File: src/hw/rtl/bbd_pkg.sv
// Shared types and constants for the dual boxcar beacon direction block.
`timescale 1ns / 1ps

package bbd_pkg;

  localparam int SAMPLE_W      = 10;   // ADC sample and threshold width
  localparam int SUM_OUT_W     = 13;   // reported window sum width
  localparam int CFG_IDX_W     = 1;
  localparam int DET_THR_RESET = 10;
  localparam int ARR_THR_RESET = 500;

  typedef enum logic [1:0] {
    DIR_FRONT = 2'd0,
    DIR_LEFT  = 2'd1,
    DIR_RIGHT = 2'd2
  } dir_t;

  typedef enum logic [CFG_IDX_W-1:0] {
    REG_DETECT  = 1'd0,
    REG_ARRIVED = 1'd1
  } cfg_reg_t;

  // Threshold hits seen by one lane on its updated window sum.
  typedef struct packed {
    logic det_hit;
    logic arr_hit;
  } bbd_hit_t;

endpackage

File: src/hw/rtl/bbd_lane.sv
// One sensor lane: ring window, running sum and threshold compares.
`timescale 1ns / 1ps

module bbd_lane #(
  parameter int WINDOW = 5,
  parameter int SUM_W  = 13,
  parameter int SLOT_W = 3
) (
  input  logic                          clk,
  input  logic                          rst_n,
  input  logic                          load,
  input  logic [SLOT_W-1:0]             slot,
  input  logic [bbd_pkg::SAMPLE_W-1:0]  sample,
  input  logic [SUM_W-1:0]              det_lim,
  input  logic [SUM_W-1:0]              arr_lim,
  output logic [SUM_W-1:0]              total,
  output bbd_pkg::bbd_hit_t             hits
);
  import bbd_pkg::*;

  logic [SAMPLE_W-1:0] win_r [WINDOW];
  logic [SUM_W-1:0]    total_r;
  logic [SUM_W-1:0]    total_nxt;

  // oldest entry leaves, new sample enters
  assign total_nxt = total_r - SUM_W'(win_r[slot]) + SUM_W'(sample);

  always_ff @(posedge clk) begin
    if (!rst_n) begin
      total_r <= '0;
      for (int i = 0; i < WINDOW; i++) begin
        win_r[i] <= '0;
      end
    end else if (load) begin
      total_r     <= total_nxt;
      win_r[slot] <= sample;
    end
  end

  assign total        = total_r;
  assign hits.det_hit = total_r > det_lim;
  assign hits.arr_hit = total_r > arr_lim;

endmodule

File: src/hw/rtl/bbd_merge.sv
// Merges the two lane results into direction and arrival.
`timescale 1ns / 1ps

module bbd_merge #(
  parameter int SUM_W = 13
) (
  input  bbd_pkg::bbd_hit_t  left_hits,
  input  bbd_pkg::bbd_hit_t  right_hits,
  input  logic [SUM_W-1:0]   left_total,
  input  logic [SUM_W-1:0]   right_total,
  output bbd_pkg::dir_t      direction,
  output logic               arrived
);
  import bbd_pkg::*;

  always_comb begin
    if (left_hits.det_hit && right_hits.det_hit) begin
      // both seen: larger sum wins, tie goes right
      direction = (left_total > right_total) ? DIR_LEFT : DIR_RIGHT;
    end else if (left_hits.det_hit) begin
      direction = DIR_LEFT;
    end else if (right_hits.det_hit) begin
      direction = DIR_RIGHT;
    end else begin
      direction = DIR_FRONT;
    end
  end

  assign arrived = left_hits.arr_hit || right_hits.arr_hit;

endmodule

File: src/hw/rtl/dual_boxcar_beacon_direction.sv
// Top level of the dual boxcar beacon direction block.
// Usage:
//   Input channel (in_valid/in_ready) transfers one left and one right 10-bit
//   ADC sample. Each transfer replaces the oldest entry of a WINDOW-deep
//   ring window per side and updates that side's running sum.
//   Output channel (out_valid/out_ready) transfers one result per input:
//   direction (front/left/right), arrived flag and both window sums
//   (low 13 bits). A side is detected when sum > detect_threshold*WINDOW;
//   arrival when either sum > arrival level*WINDOW.
//   Config port: cfg_we writes cfg_data[9:0] into register cfg_index
//   (0 detect, 1 arrived); the limits are stored premultiplied by WINDOW.
//   Write config only while no transfer is in flight.
// Timing:
//   The lanes update their sums on the input transfer; compare and merge
//   results load into the output register when that register can advance.
//   Throughput 1 item per cycle while out_ready is high; the lane sum adds
//   and the slot pointer are loops. With out_ready low the output holds,
//   one more can sit in the lane stage; in_ready drops only when both are full.
// Reset: synchronous, active low. Clears windows, sums, slot pointer, the
//   pipeline valids and sets thresholds to 10 and 500.
`timescale 1ns / 1ps

module dual_boxcar_beacon_direction #(
  parameter int WINDOW = 5
) (
  input  logic                           clk,
  input  logic                           rst_n,
  // input channel
  input  logic                           in_valid,
  output logic                           in_ready,
  input  logic [bbd_pkg::SAMPLE_W-1:0]   in_left_sample,
  input  logic [bbd_pkg::SAMPLE_W-1:0]   in_right_sample,
  // result channel
  output logic                           out_valid,
  input  logic                           out_ready,
  output logic [1:0]                     out_direction,
  output logic                           out_arrived,
  output logic [bbd_pkg::SUM_OUT_W-1:0]  out_left_sum,
  output logic [bbd_pkg::SUM_OUT_W-1:0]  out_right_sum,
  // config write port
  input  logic                           cfg_we,
  input  logic [bbd_pkg::CFG_IDX_W-1:0]  cfg_index,
  input  logic [bbd_pkg::SAMPLE_W-1:0]   cfg_data
);
  import bbd_pkg::*;

  // full-precision sum width: holds 1023*WINDOW
  localparam int SUM_W  = $clog2(((1 << SAMPLE_W) - 1) * WINDOW + 1);
  localparam int SLOT_W = (WINDOW > 1) ? $clog2(WINDOW) : 1;
  localparam logic [SUM_W-1:0]  WIN_K     = SUM_W'(WINDOW);
  localparam logic [SUM_W-1:0]  DET_LIM_0 = SUM_W'(DET_THR_RESET * WINDOW);
  localparam logic [SUM_W-1:0]  ARR_LIM_0 = SUM_W'(ARR_THR_RESET * WINDOW);
  localparam logic [SLOT_W-1:0] SLOT_LAST = SLOT_W'(WINDOW - 1);

  // config: limits kept as threshold*WINDOW
  logic [SUM_W-1:0] det_lim_r;
  logic [SUM_W-1:0] arr_lim_r;
  logic [SUM_W-1:0] cfg_lim_nxt;

  assign cfg_lim_nxt = SUM_W'(cfg_data) * WIN_K;

  always_ff @(posedge clk) begin
    if (!rst_n) begin
      det_lim_r <= DET_LIM_0;
      arr_lim_r <= ARR_LIM_0;
    end else if (cfg_we) begin
      case (cfg_index)
        REG_DETECT:  det_lim_r <= cfg_lim_nxt;
        REG_ARRIVED: arr_lim_r <= cfg_lim_nxt;
        default: ;
      endcase
    end
  end

  // pipeline control
  logic s1_valid_r;
  logic out_valid_r;
  logic s1_adv;
  logic in_xfer;

  assign s1_adv   = !out_valid_r || out_ready;
  assign in_ready = !s1_valid_r || s1_adv;
  assign in_xfer  = in_valid && in_ready;

  // slot pointer shared by both lanes
  logic [SLOT_W-1:0] slot_r;
  logic [SLOT_W-1:0] slot_nxt;

  assign slot_nxt = (slot_r == SLOT_LAST) ? '0 : slot_r + SLOT_W'(1);

  always_ff @(posedge clk) begin
    if (!rst_n) begin
      slot_r      <= '0;
      s1_valid_r  <= 1'b0;
      out_valid_r <= 1'b0;
    end else begin
      if (in_xfer) begin
        slot_r <= slot_nxt;
      end
      if (in_ready) begin
        s1_valid_r <= in_valid;
      end
      if (s1_adv) begin
        out_valid_r <= s1_valid_r;
      end
    end
  end

  // lanes
  logic [SUM_W-1:0] left_total;
  logic [SUM_W-1:0] right_total;
  bbd_hit_t         left_hits;
  bbd_hit_t         right_hits;

  bbd_lane #(.WINDOW(WINDOW), .SUM_W(SUM_W), .SLOT_W(SLOT_W)) u_lane_left (
    .clk     (clk),
    .rst_n   (rst_n),
    .load    (in_xfer),
    .slot    (slot_r),
    .sample  (in_left_sample),
    .det_lim (det_lim_r),
    .arr_lim (arr_lim_r),
    .total   (left_total),
    .hits    (left_hits)
  );

  bbd_lane #(.WINDOW(WINDOW), .SUM_W(SUM_W), .SLOT_W(SLOT_W)) u_lane_right (
    .clk     (clk),
    .rst_n   (rst_n),
    .load    (in_xfer),
    .slot    (slot_r),
    .sample  (in_right_sample),
    .det_lim (det_lim_r),
    .arr_lim (arr_lim_r),
    .total   (right_total),
    .hits    (right_hits)
  );

  // merge
  dir_t merge_dir;
  logic merge_arrived;

  bbd_merge #(.SUM_W(SUM_W)) u_merge (
    .left_hits   (left_hits),
    .right_hits  (right_hits),
    .left_total  (left_total),
    .right_total (right_total),
    .direction   (merge_dir),
    .arrived     (merge_arrived)
  );

  // reported sums: low 13 bits, zero-padded for narrow windows
  logic [SUM_W+SUM_OUT_W-1:0] left_pad;
  logic [SUM_W+SUM_OUT_W-1:0] right_pad;

  assign left_pad  = {{SUM_OUT_W{1'b0}}, left_total};
  assign right_pad = {{SUM_OUT_W{1'b0}}, right_total};

  // output register
  dir_t                 out_dir_r;
  logic                 out_arrived_r;
  logic [SUM_OUT_W-1:0] out_left_sum_r;
  logic [SUM_OUT_W-1:0] out_right_sum_r;

  always_ff @(posedge clk) begin
    if (s1_adv && s1_valid_r) begin
      out_dir_r       <= merge_dir;
      out_arrived_r   <= merge_arrived;
      out_left_sum_r  <= left_pad[SUM_OUT_W-1:0];
      out_right_sum_r <= right_pad[SUM_OUT_W-1:0];
    end
  end

  assign out_valid     = out_valid_r;
  assign out_direction = out_dir_r;
  assign out_arrived   = out_arrived_r;
  assign out_left_sum  = out_left_sum_r;
  assign out_right_sum = out_right_sum_r;

endmodule

File: config.mk
export PLATFORM = sky130hd
export DESIGN_NAME = dual_boxcar_beacon_direction
export DESIGN_NICKNAME = d
export VERILOG_FILES = /design/src/hw/rtl/bbd_pkg.sv /design/src/hw/rtl/bbd_lane.sv /design/src/hw/rtl/bbd_merge.sv /design/src/hw/rtl/dual_boxcar_beacon_direction.sv
export SDC_FILE = /design/constraint.sdc
export NUM_CORES = 1
export LEC_CHECK = 0
export ABC_CLOCK_PERIOD_IN_PS = 11250
export BUFFER_PORTS_ARGS = -buffer_cell sky130_fd_sc_hd__buf_2
export CAP_MARGIN = 20
export CELL_PAD_IN_SITES_DETAIL_PLACEMENT = 0
export CELL_PAD_IN_SITES_GLOBAL_PLACEMENT = 2
export CORE_MARGIN = 1.5
export CORE_UTILIZATION = 34
export CTS_CLUSTER_DIAMETER = 50
export DETAILED_ROUTE_END_ITERATION = 7
export MAX_ROUTING_LAYER = met4
export PLACE_DENSITY_LB_ADDON = 0.1
export SLEW_MARGIN = 40
export SYNTH_ARGS = -nofsm -noshare
export SYNTH_HDL_FRONTEND = slang
export SYNTH_SLANG_ARGS = --single-unit
File: constraint.sdc
create_clock -name clk -period 11.25 [get_ports clk]
set_clock_uncertainty 0.15 [all_clocks]
set_input_delay 1.6875 -clock clk [delete_from_list [all_inputs] [get_ports clk]]
set_output_delay 1.6875 -clock clk [all_outputs]
set_load 0.01 [all_outputs]
==> results of run 1 <==
## power breakdown
part	total [mW]	switching [mW]	internal (mW)
registers	1.18	0.0986	1.08
clock network	1.06	0.435	0.622
logic	1.06	0.608	0.449
total	3.29	1.14	2.15
## logic make-up (layout without fill, tap and decap cells)
group,Yosys count,in the layout,synth area share (%)
AND/OR/NAND/NOR,314,314,12.0
flip-flops,249,249,51.1
AO/OA/AOI/OAI,189,189,8.75
buffers and inverters,171,267,4.85
adder cells (fa/ha/maj),130,130,13.3
multiplexers,66,66,8.81
XOR/XNOR,18,18,1.17
## metrics by stage
step / hold WS [ps] / power (mW) / util (%) / worst slack (ps)
2_1_floorplan: 280 / 1.95 / - / 6680
3_3_place_gp: 294 / 2.28 / 37.0 / 6260
3_5_place_dp: 301 / 2.27 / 37.1 / 6540
4_1_cts: 312 / 3.35 / 40.0 / 6950
5_1_grt: 327 / 3.54 / 40.0 / 6740
6_report: 306 / 3.29 / 40.0 / 6970
## layout make-up
type | instances | area, µm²
repair buffers | 85 | 477
flip-flops and latches | 249 | 6880
multi-input cells | 717 | 5950
inverters | 117 | 439
clock buffers | 41 | 920
fillers | 3727 | 23300
clock inverters | 24 | 200
well taps | 518 | 648
## per-layer routing
layer	share of wire, %	GRT usage, %	wire, µm
met2	49	31.2	17800
met5	0	-	0
met3	3.0	2.39	1080
met1	46	24.4	16800
met4	1.8	5.65	666
## path summary, 6_finish.rpt
check	start	to	slack, ps	cells after the start
max	flop	u_lane_left.total[12]$_SDFFE_PN0P_	6970	12
min reg2reg	det_lim_r[3]$_SDFFE_PN0P_	det_lim_r[3]$_SDFFE_PN0P_	310	2
max reg2reg	flop	u_lane_left.total[12]$_SDFFE_PN0P_	6970	12
min	det_lim_r[3]$_SDFFE_PN0P_	det_lim_r[3]$_SDFFE_PN0P_	310	2
## registers in the layout (all words and copies together), names as in the netlist, named ones only
| signal | cells |
|---|---|
| arr_lim_r | 13 |
| det_lim_r | 13 |
| out_arrived | 1 |
| out_direction | 2 |
| out_left_sum | 13 |
| out_right_sum | 13 |
| out_valid | 1 |
| s1_valid_r | 1 |
| slot_r | 3 |
| u_lane_left.total | 13 |
| u_lane_left.win_r | 80 |
| u_lane_right.total | 13 |
| u_lane_right.win_r | 80 |
## critical path: stages (launching register included)
cell and delay, ps:
dfxtp_2 320, buf_6 490, mux4_2 610, mux2_2 330
fa_1 480, inv_1 40, ha_1 370, o211ai_1 130
o21ai_2 210, a31oi_2 160, or4_4 540, a31o_1 240
a21oi_2 100
## cell usage in the layout, fill, tap and decap left out, drive strengths merged, types with 10 or more instances in the layout
| master | instances |
|---|---|
| edfxtp | 189 |
| inv | 124 |
| ha | 109 |
| buf | 85 |
| nand2 | 76 |
| a21oi | 72 |
| dfxtp | 60 |
| nor4 | 58 |
| nor2 | 45 |
| clkbuf | 41 |
| mux4 | 40 |
| and2 | 37 |
| o21ai | 36 |
| nor3 | 30 |
| nand3 | 24 |
| fa | 21 |
| mux2 | 19 |
| a211oi | 17 |
| a21o | 16 |
| clkinv | 13 |
| xnor2 | 12 |
| nand2b | 12 |
| nand4 | 11 |
| o211ai | 10 |
==> run metrics, run 1 <==
Leakage Power=6.02 nW; vias per cell=5.06; Yosys top cell area share=42.2%; Main synth FF type=edfxtp_1; crit end category=flop; Antenna Nets Post-Route=0; # resized after CTS=0; Starting Density=34.6%; Setup crit start kind=flop; CP max FO=40; Die Y=202 µm; Setup Viol. Count Final=0; Max Cap Violations=0; synth top area cells=edfxtp_1 (42%), ha_1 (10%), dfxtp_1 (8.9%), mux4_2 (6.7%), inv_1 (3.3%); final worst-path cycle share=38.1%; outcome=completed; #FFs+latches synth=249; routed length per instance=20.7 µm; # Post-CTS Setup Buffers=0; setup TNS=0 ps; Cells after DPL=1,686; first-pass iteration count of the detailed router=4; worst vdd ir=0.000106 V; largest net degree at the start of global routing=49; worst path required time=11,560 ps; Max Freq=0.234 GHz; Max-slew headroom=52.3%; crit path DAT=4590 ps; I/O Buffers=66; EDFF count, synth=189; Routed WL=36.3 mm; gr ovfl total=0; post-route design area=0.0155 mm²; routability congestion estimate=0.754; fin nets=1,372; worst hold path type=reg2reg; die footprint=0.0408 mm²; Avg Cell Area, Syn=11.8 µm²; Num CTS Buffers=36; Clock Path Buffers=3; number of global-route vias before repair=9,175; layout cells sized above 1=18.1%; Mapped Area=0.0134 mm²; sequential fraction of the synthesis area=51.1%; die width=202 µm; CTS tree=yes; n_diodes=0; unrepaired setup endpoints after global routing=false; via count=8,868; Synth area leader=edfxtp_1; core footprint=0.0388 mm²; Worst-Skew Late Latency=540 ps; initial antenna violation count=0; Clock transition at path regs=60 ps; Tmin final=4280 ps; Yosys cell types=57; num rows=72; Post-synth ARST share=0%; Synth Warn #=0; Post-route DRC=0; power per cell area=212 mW/mm²; Area growth, synth to finish=15.4%; number of H-tree levels=2; leading cell type by number of instances after synthesis=edfxtp_1; Placed Instance Area=0.0144 mm²; clock sinks=249; Root Buffer=clkbuf_16; gr usage total=19.0%; first-pass GRT wire length=56.3 mm; Final Hold Vio Count=0; synth cell count leaders=edfxtp_1 (189), inv_1 (117), ha_1 (109); Finished Layout Cells=1,751; post-DP HPWL=25.6 mm; slew of the pin with the lowest slew margin=714 ps; Max Slew Vio Count=0; number of hold buffers added after cts=0; Synth Instances=1,137; post-synthesis net count=1,303; Iteration-0 DRC Markers=429; CP Class=reg2reg; number of I/O pins=67
No activity file was read; power rests on OpenSTA's default activity.
==> inputs of run 2 (changes only) <==
ABC_CLOCK_PERIOD_IN_PS = 4000   (was 11250)
clock period = 4 ns   (was 11.25 ns; I/O delays follow)
==> run 2 against run 1 <==
First-iteration DRC count increased by 6.3%. Register-to-register slack worse by 6800 ps. Core utilization increased by 0.82 points. Fmax increased by 12%. Sequential share of layout area down 0.89 points. Wire length is 5.9% higher. Sequential power increased to 2.8 times the previous value. Die area unchanged. Largest power group unchanged.
==> run metrics, run 2 (synthesized netlist as in run 1, its figures left out) <==
Clock transition at path regs=60 ps (about the same); worst path required time=4330 ps (-7230 ps); Num CTS Buffers=36 (unchanged); first-pass GRT wire length=58.8 mm (+4.5%); Placed Instance Area=0.0147 mm² (+2.0%); Leakage Power=6.21 nW (+3.2%); CTS tree=yes; Bufs and invs on worst path=3 (+1); setup TNS=0 ps (unchanged); post-route design area=0.0158 mm² (+2.1%); Setup crit start kind=flop; Tmin final=3840 ps (-446 ps); Top Registers=u_lane_left.win_r: 80 flops, u_lane_right.win_r: 80 flops; outcome=completed; worst hold path type=in2reg; number of global-route vias before repair=9,457 (+3.1%); CP max stage cell=or4_4; largest net degree at the start of global routing=37 (-24%); routed length per instance=21.6 µm (+4.0%); Worst Hold Slack=132 ps (-174 ps); vias per cell=5.13 (+1.3%); I/O Buffers=66 (unchanged); Post-route DRC=0 (unchanged); Worst-Skew Late Latency=550 ps (about the same); Max-slew headroom=51.7% (-0.60 points); Die Y=202 µm (unchanged); fin nets=1,405 (+2.4%); crit end category=flop; slew of the pin with the lowest slew margin=725 ps (+11.5 ps); worst vdd ir=0.000224 V (+110%); Area growth, synth to finish=17.8%; n_diodes=0 (unchanged); via count=9,147 (+3.1%); core footprint=0.0388 mm² (unchanged); most common cell after layout, fill and taps aside=edfxtp_1; gr ovfl total=0 (unchanged); crit-path max cell delay=530 ps (-80 ps); family with the most delay on the worst path=adder cells; number of H-tree levels=2 (unchanged); R2R depth=12 (unchanged); # Post-CTS Setup Buffers=0 (unchanged); Root Buffer=clkbuf_16; num rows=72 (unchanged); first-pass iteration count of the detailed router=5 (+1); die footprint=0.0408 mm² (unchanged); final worst-path cycle share=95.9% (+58 points); Tot Pwr=9.56 mW (+190%); Clock Path Buffers=3 (unchanged); fin util=40.8% (+0.82 points); critical path cell sequence=buf_12 > buf_4 > mux4_2 > mux2_2 > fa_1 > inv_1 > ha_1 > a21o_1 > a31oi_4 > or4_4 > a31o_1 > a21oi_2; CP Class=reg2reg; R2R Setup Slk=160 ps (-6800 ps); Final Hold Vio Count=0 (unchanged); routability congestion estimate=0.814 (+7.9%); Setup Viol. Count Final=0 (unchanged); Antenna Nets Post-Route=0 (unchanged); number of hold buffers added after cts=0 (unchanged); Crit. path cell count=12 (unchanged); commonest non-fill, non-tap cells in the layout=edfxtp_1 (189), inv_1 (116), ha_1 (109); number of I/O pins=67 (unchanged); # resized after CTS=0 (unchanged); gr usage total=19.9% (+0.91 points); power per cell area=604 mW/mm² (+180%); Routed WL=38.5 mm (+5.9%); initial antenna violation count=0 (unchanged); Iteration-0 DRC Markers=456 (+6.3%); Max Freq=0.261 GHz (+12%); post-DP HPWL=27.4 mm (+7.1%); hold depth=1 (-1); CP max FO=16 (-60%); Max Cap Violations=0 (unchanged); unrepaired setup endpoints after global routing=false; Starting Density=34.6% (unchanged); layout cells sized above 1=20.1% (+2.0 points); Max Slew Vio Count=0 (unchanged); clock sinks=249 (unchanged); crit path DAT=4160 ps (-430 ps); die width=202 µm (unchanged)
[run 2: layer usage]
metal	GRT usage, %	vias up	share of wire, %
met5	-	-	0
met4	6.58	0	2.4
met3	3.02	56	3.4
met2	32.8	164	49
met1	25.0	4499	45
li1	-	4428	-
[run 2: final timing paths]
path                                     startpoint                                  to
setup / recovery                               flop  u_lane_left.total[12]$_SDFFE_PN0P_
hold / removal                    in_left_sample[6]   u_lane_left.win_r[6][6]$_DFFE_PP_
setup reg to reg                               flop  u_lane_left.total[12]$_SDFFE_PN0P_
hold reg to reg   u_lane_left.total[0]$_SDFFE_PN0P_           out_left_sum[0]$_DFFE_PP_
[run 2: power by group]
part / internal [mW] / switching [mW]
clock: 1.84 / 1.20
combinational: 1.39 / 1.86
sequential: 3.03 / 0.220
[run 2: cell type report]
class	count	area, µm²
repair buffers	118	771
flip-flops and latches	249	6880
well taps	518	648
multi-input cells	717	5960
clock inverters	20	184
fillers	3732	23000
inverters	117	439
clock buffers	44	952
[run 2: through the flow]
stage / setup slack, ps / instances
6_report: 164 / 1783
5_1_grt: 30.9 / 1783
4_1_cts: 104 / 1783
3_5_place_dp: 128 / 1719
3_3_place_gp: 141 / 1719
2_1_floorplan: 163 / 1137
==> inputs of run 3 (changes only) <==
BUFFER_PORTS_ARGS = unset   (was -buffer_cell sky130_fd_sc_hd__buf_2)
DONT_BUFFER_PORTS = 1   (was unset)
SETUP_SLACK_MARGIN = 0.15   (was unset)
SYNTH_HIERARCHICAL = 1   (was unset)
==> run 3 against run 2 <==
The flow now finishes with violations (design-rule violations). Sequential cell count shrank 3. Total power grew 5.0%. Via count grew 15%. Core utilization grew 0.51 points. Sequential power is essentially flat. Fmax grew 1.4%. Critical path depth grew 1.
==> run metrics, run 3 <==
outcome=finished, violations left; failing checks=design-rule violations; CP Class=reg2reg; Tot Pwr=10.0 mW (+5.0%); EDFF count, synth=189 (unchanged); layout cells sized above 1=15.9% (-4.2 points); Leakage Power=6.82 nW (+9.7%); Yosys top cell area share=40.0% (-2.2 points); core footprint=0.0410 mm² (+5.6%); via count=10,500 (+15%); Max Cap Violations=0 (unchanged); crit path DAT=4060 ps (-100 ps); Fillers=3,996 (+7.1%); number of H-tree levels=2 (unchanged); crit-path max cell delay=500 ps (-30 ps); commonest non-fill, non-tap cells in the layout=edfxtp_1 (189), inv_1 (163), ha_1 (108); routability congestion estimate=0.787 (-3.3%); number of I/O pins=67 (unchanged); Mapped Area=0.0142 mm² (+5.5%); CP max FO=8 (-8); #FFs+latches synth=246 (-1.2%); most common cell after layout, fill and taps aside=edfxtp_1; Antenna Nets Post-Route=0 (unchanged); gr ovfl total=0 (unchanged); unrepaired setup endpoints after global routing=true; Max Freq=0.264 GHz (+1.4%); critical path cell sequence=buf_4 > mux2_2 > a221oi_1 > o22ai_1 > fa_1 > inv_1 > ha_2 > o211ai_2 > a21oi_2 > o21ai_2 > o2111a_1 > or4_1 > and3_1; Final Hold Vio Count=0 (unchanged); gr usage total=20.3% (+0.45 points); Clock Path Buffers=3 (unchanged); combinational power share=33.6% (-0.5 points); Starting Density=34.6% (-0.037 points); Max Slew Vio Count=0 (unchanged); Top Registers=u_lane_left/win_r: 80 flops, u_lane_right/win_r: 80 flops; die footprint=0.0430 mm² (+5.4%); Avg Cell Area, Syn=10.7 µm² (-9.3%); Synth Warn #=6 (+6); post-synthesis net count=1,489 (+14%); first-pass GRT wire length=64.6 mm (+9.8%); Area growth, synth to finish=19.4%; first-pass iteration count of the detailed router=7 (+2); I/O Buffers=0 (-100%); power per cell area=592 mW/mm² (-1.8%); Main synth FF type=edfxtp_1; switch share=34.9% (+0.46 points); die width=207 µm (+2.7%); synth cell count leaders=edfxtp_1 (189), inv_1 (163), ha_1 (109); Setup crit start kind=flop; Synth area leader=edfxtp_1; CP max stage cell=fa_1; Num CTS Buffers=39 (+8.3%); Post-route DRC=7 (+7); num rows=74 (+2.8%); largest net degree at the start of global routing=95 (+160%); Max-slew headroom=48.2% (-3.5 points); synth top area cells=edfxtp_1 (40%), ha_1 (9.6%), dfxtp_1 (8.0%), inv_1 (4.3%), fa_1 (3.0%); post-DP HPWL=30.1 mm (+10%); Routed WL=42.5 mm (+11%); area of the multi-input gates=0.00660 mm² (+11%); number of global-route vias before repair=10,400 (+9.6%); Synth Instances=1,323 (+16%); Setup Viol. Count Final=0 (unchanged); Root Buffer=clkbuf_16; Clk pwr share=33.8% (+1.9 points); sequential fraction of the synthesis area=48.0% (-3.1 points); crit end category=flop; CTS tree=yes; vias per cell=5.34 (+4.2%); part of the power in registers=32.7% (-1.4 points); worst vdd ir=0.000368 V (+64%); Yosys cell types=83 (+46%); worst path required time=4280 ps (-50 ps); Die Y=207 µm (+2.7%); fin nets=1,571 (+12%); final worst-path cycle share=94.6% (-1.3 points); setup TNS=0 ps (unchanged); leading cell type by number of instances after synthesis=edfxtp_1; P_int=6.54 mW (+4.3%); Iteration-0 DRC Markers=795 (+74%); n_diodes=0 (unchanged); Worst-Skew Late Latency=560 ps (about the same); Clock transition at path regs=60 ps (about the same); Tmin final=3780 ps (-52.6 ps); clock sinks=246 (-1.2%); switching power=3.50 mW (+6.4%); Post-synth ARST share=0% (unchanged); initial antenna violation count=0 (unchanged); routed length per instance=21.6 µm (+0.28%); Reg area=0.00683 mm² (-0.75%); worst hold path type=in2reg; slew of the pin with the lowest slew margin=776 ps (+50.4 ps)
-- run 3: area by class of cell --
cell class              instances  area share (%)
well taps                     532            3.93
inverters                     165            3.66
multi-input cells             846            38.9
repair buffers                107            5.51
clock buffers                  41            5.93
flip-flops and latches        246            40.3
clock inverters                29            1.72
-- run 3: power by group through the flow --
stage                     clock network (mW)  registers, mW  logic, mW
after global routing                    3.58           3.31       3.81
after detailed placement                   0           3.35       3.27
after floorplan                            0           3.22       2.32
after CTS                               3.48           3.30       3.32
final                                   3.39           3.28       3.37
after global placement                     0           3.35       3.26
-- run 3: cell families (layout without fill, tap and decap cells) --
family,count (synthesis),after routing,synth area share [%]
AND/OR/NAND/NOR,388,388,14.4
multiplexers,50,50,4.22
buffers and inverters,231,342,6.30
adder cells (fa/ha/maj),130,130,12.6
flip-flops,246,246,48.0
XOR/XNOR,9,9,0.555
AO/OA/AOI/OAI,269,269,13.9
-- run 3: through the flow --
stage | utilization, % | std cells | hold WS (ps) | area, µm² | setup WS, ps
finish | 41.3 | 1966 | 32.9 | 16900 | 217
global route | 41.3 | 1966 | 35.0 | 16900 | 69.6
CTS | 40.9 | 1959 | 7.30 | 16800 | 60.9
detailed placement | 37.2 | 1868 | 342 | 15200 | 82.7
global placement | 37.1 | 1867 | 332 | 15200 | 121
floorplan | - | 1323 | 301 | 14200 | 151
-- run 3: final timing paths --
check                                                from                                  to  cells past startpoint  slack [ps]
worst min register to register  arr_lim_r[3]$_SDFFE_PN0P_           arr_lim_r[3]$_SDFFE_PN0P_                      2         340
worst max register to register     slot_r[2]$_SDFFE_PN0P_  u_lane_left/total[12]$_SDFFE_PN0P_                     13         220
worst max-delay path               slot_r[2]$_SDFFE_PN0P_  u_lane_left/total[12]$_SDFFE_PN0P_                     13         220
worst min-delay path                             in_valid              slot_r[1]$_SDFFE_PN0P_                      2          30
-- run 3: layer usage --
| metal | GRT usage (%) | vias to the layer above | part of all wire [%] | wire length [µm] |
|---|---|---|---|---|
| li1 | - | 5046 | - | - |
| met5 | - | - | 0 | 0 |
| met2 | 30.5 | 275 | 45 | 19000 |
| met1 | 28.2 | 5133 | 48 | 20400 |
| met3 | 3.27 | 51 | 5.3 | 2250 |
| met4 | 5.98 | 0 | 2.0 | 850 |
-- run 3: timing repair --
| item | in CTS | in global routing |
|---|---|---|
| pin swaps | 2 | 7 |
| hold buffers | 21 | 0 |
| hold endpoints to repair | 64 | 0 |
| setup endpoints to repair | 4 | 14 |
| gates cloned | 0 | 0 |
| setup buffers | 0 | 7 |
| gates resized for setup | 3 | 30 |
-- run 3: critical path, delay by kind of cell (launching register included) --
| kind | cells | cell delay (ps) |
|---|---|---|
| adder cells (fa/ha/maj) | 2 | 850 |
| AND/OR/NAND/NOR | 2 | 650 |
| buffers and inverters | 2 | 190 |
| multiplexers | 1 | 330 |
| flip-flops | 1 | 420 |
| AO/OA/AOI/OAI | 6 | 1060 |
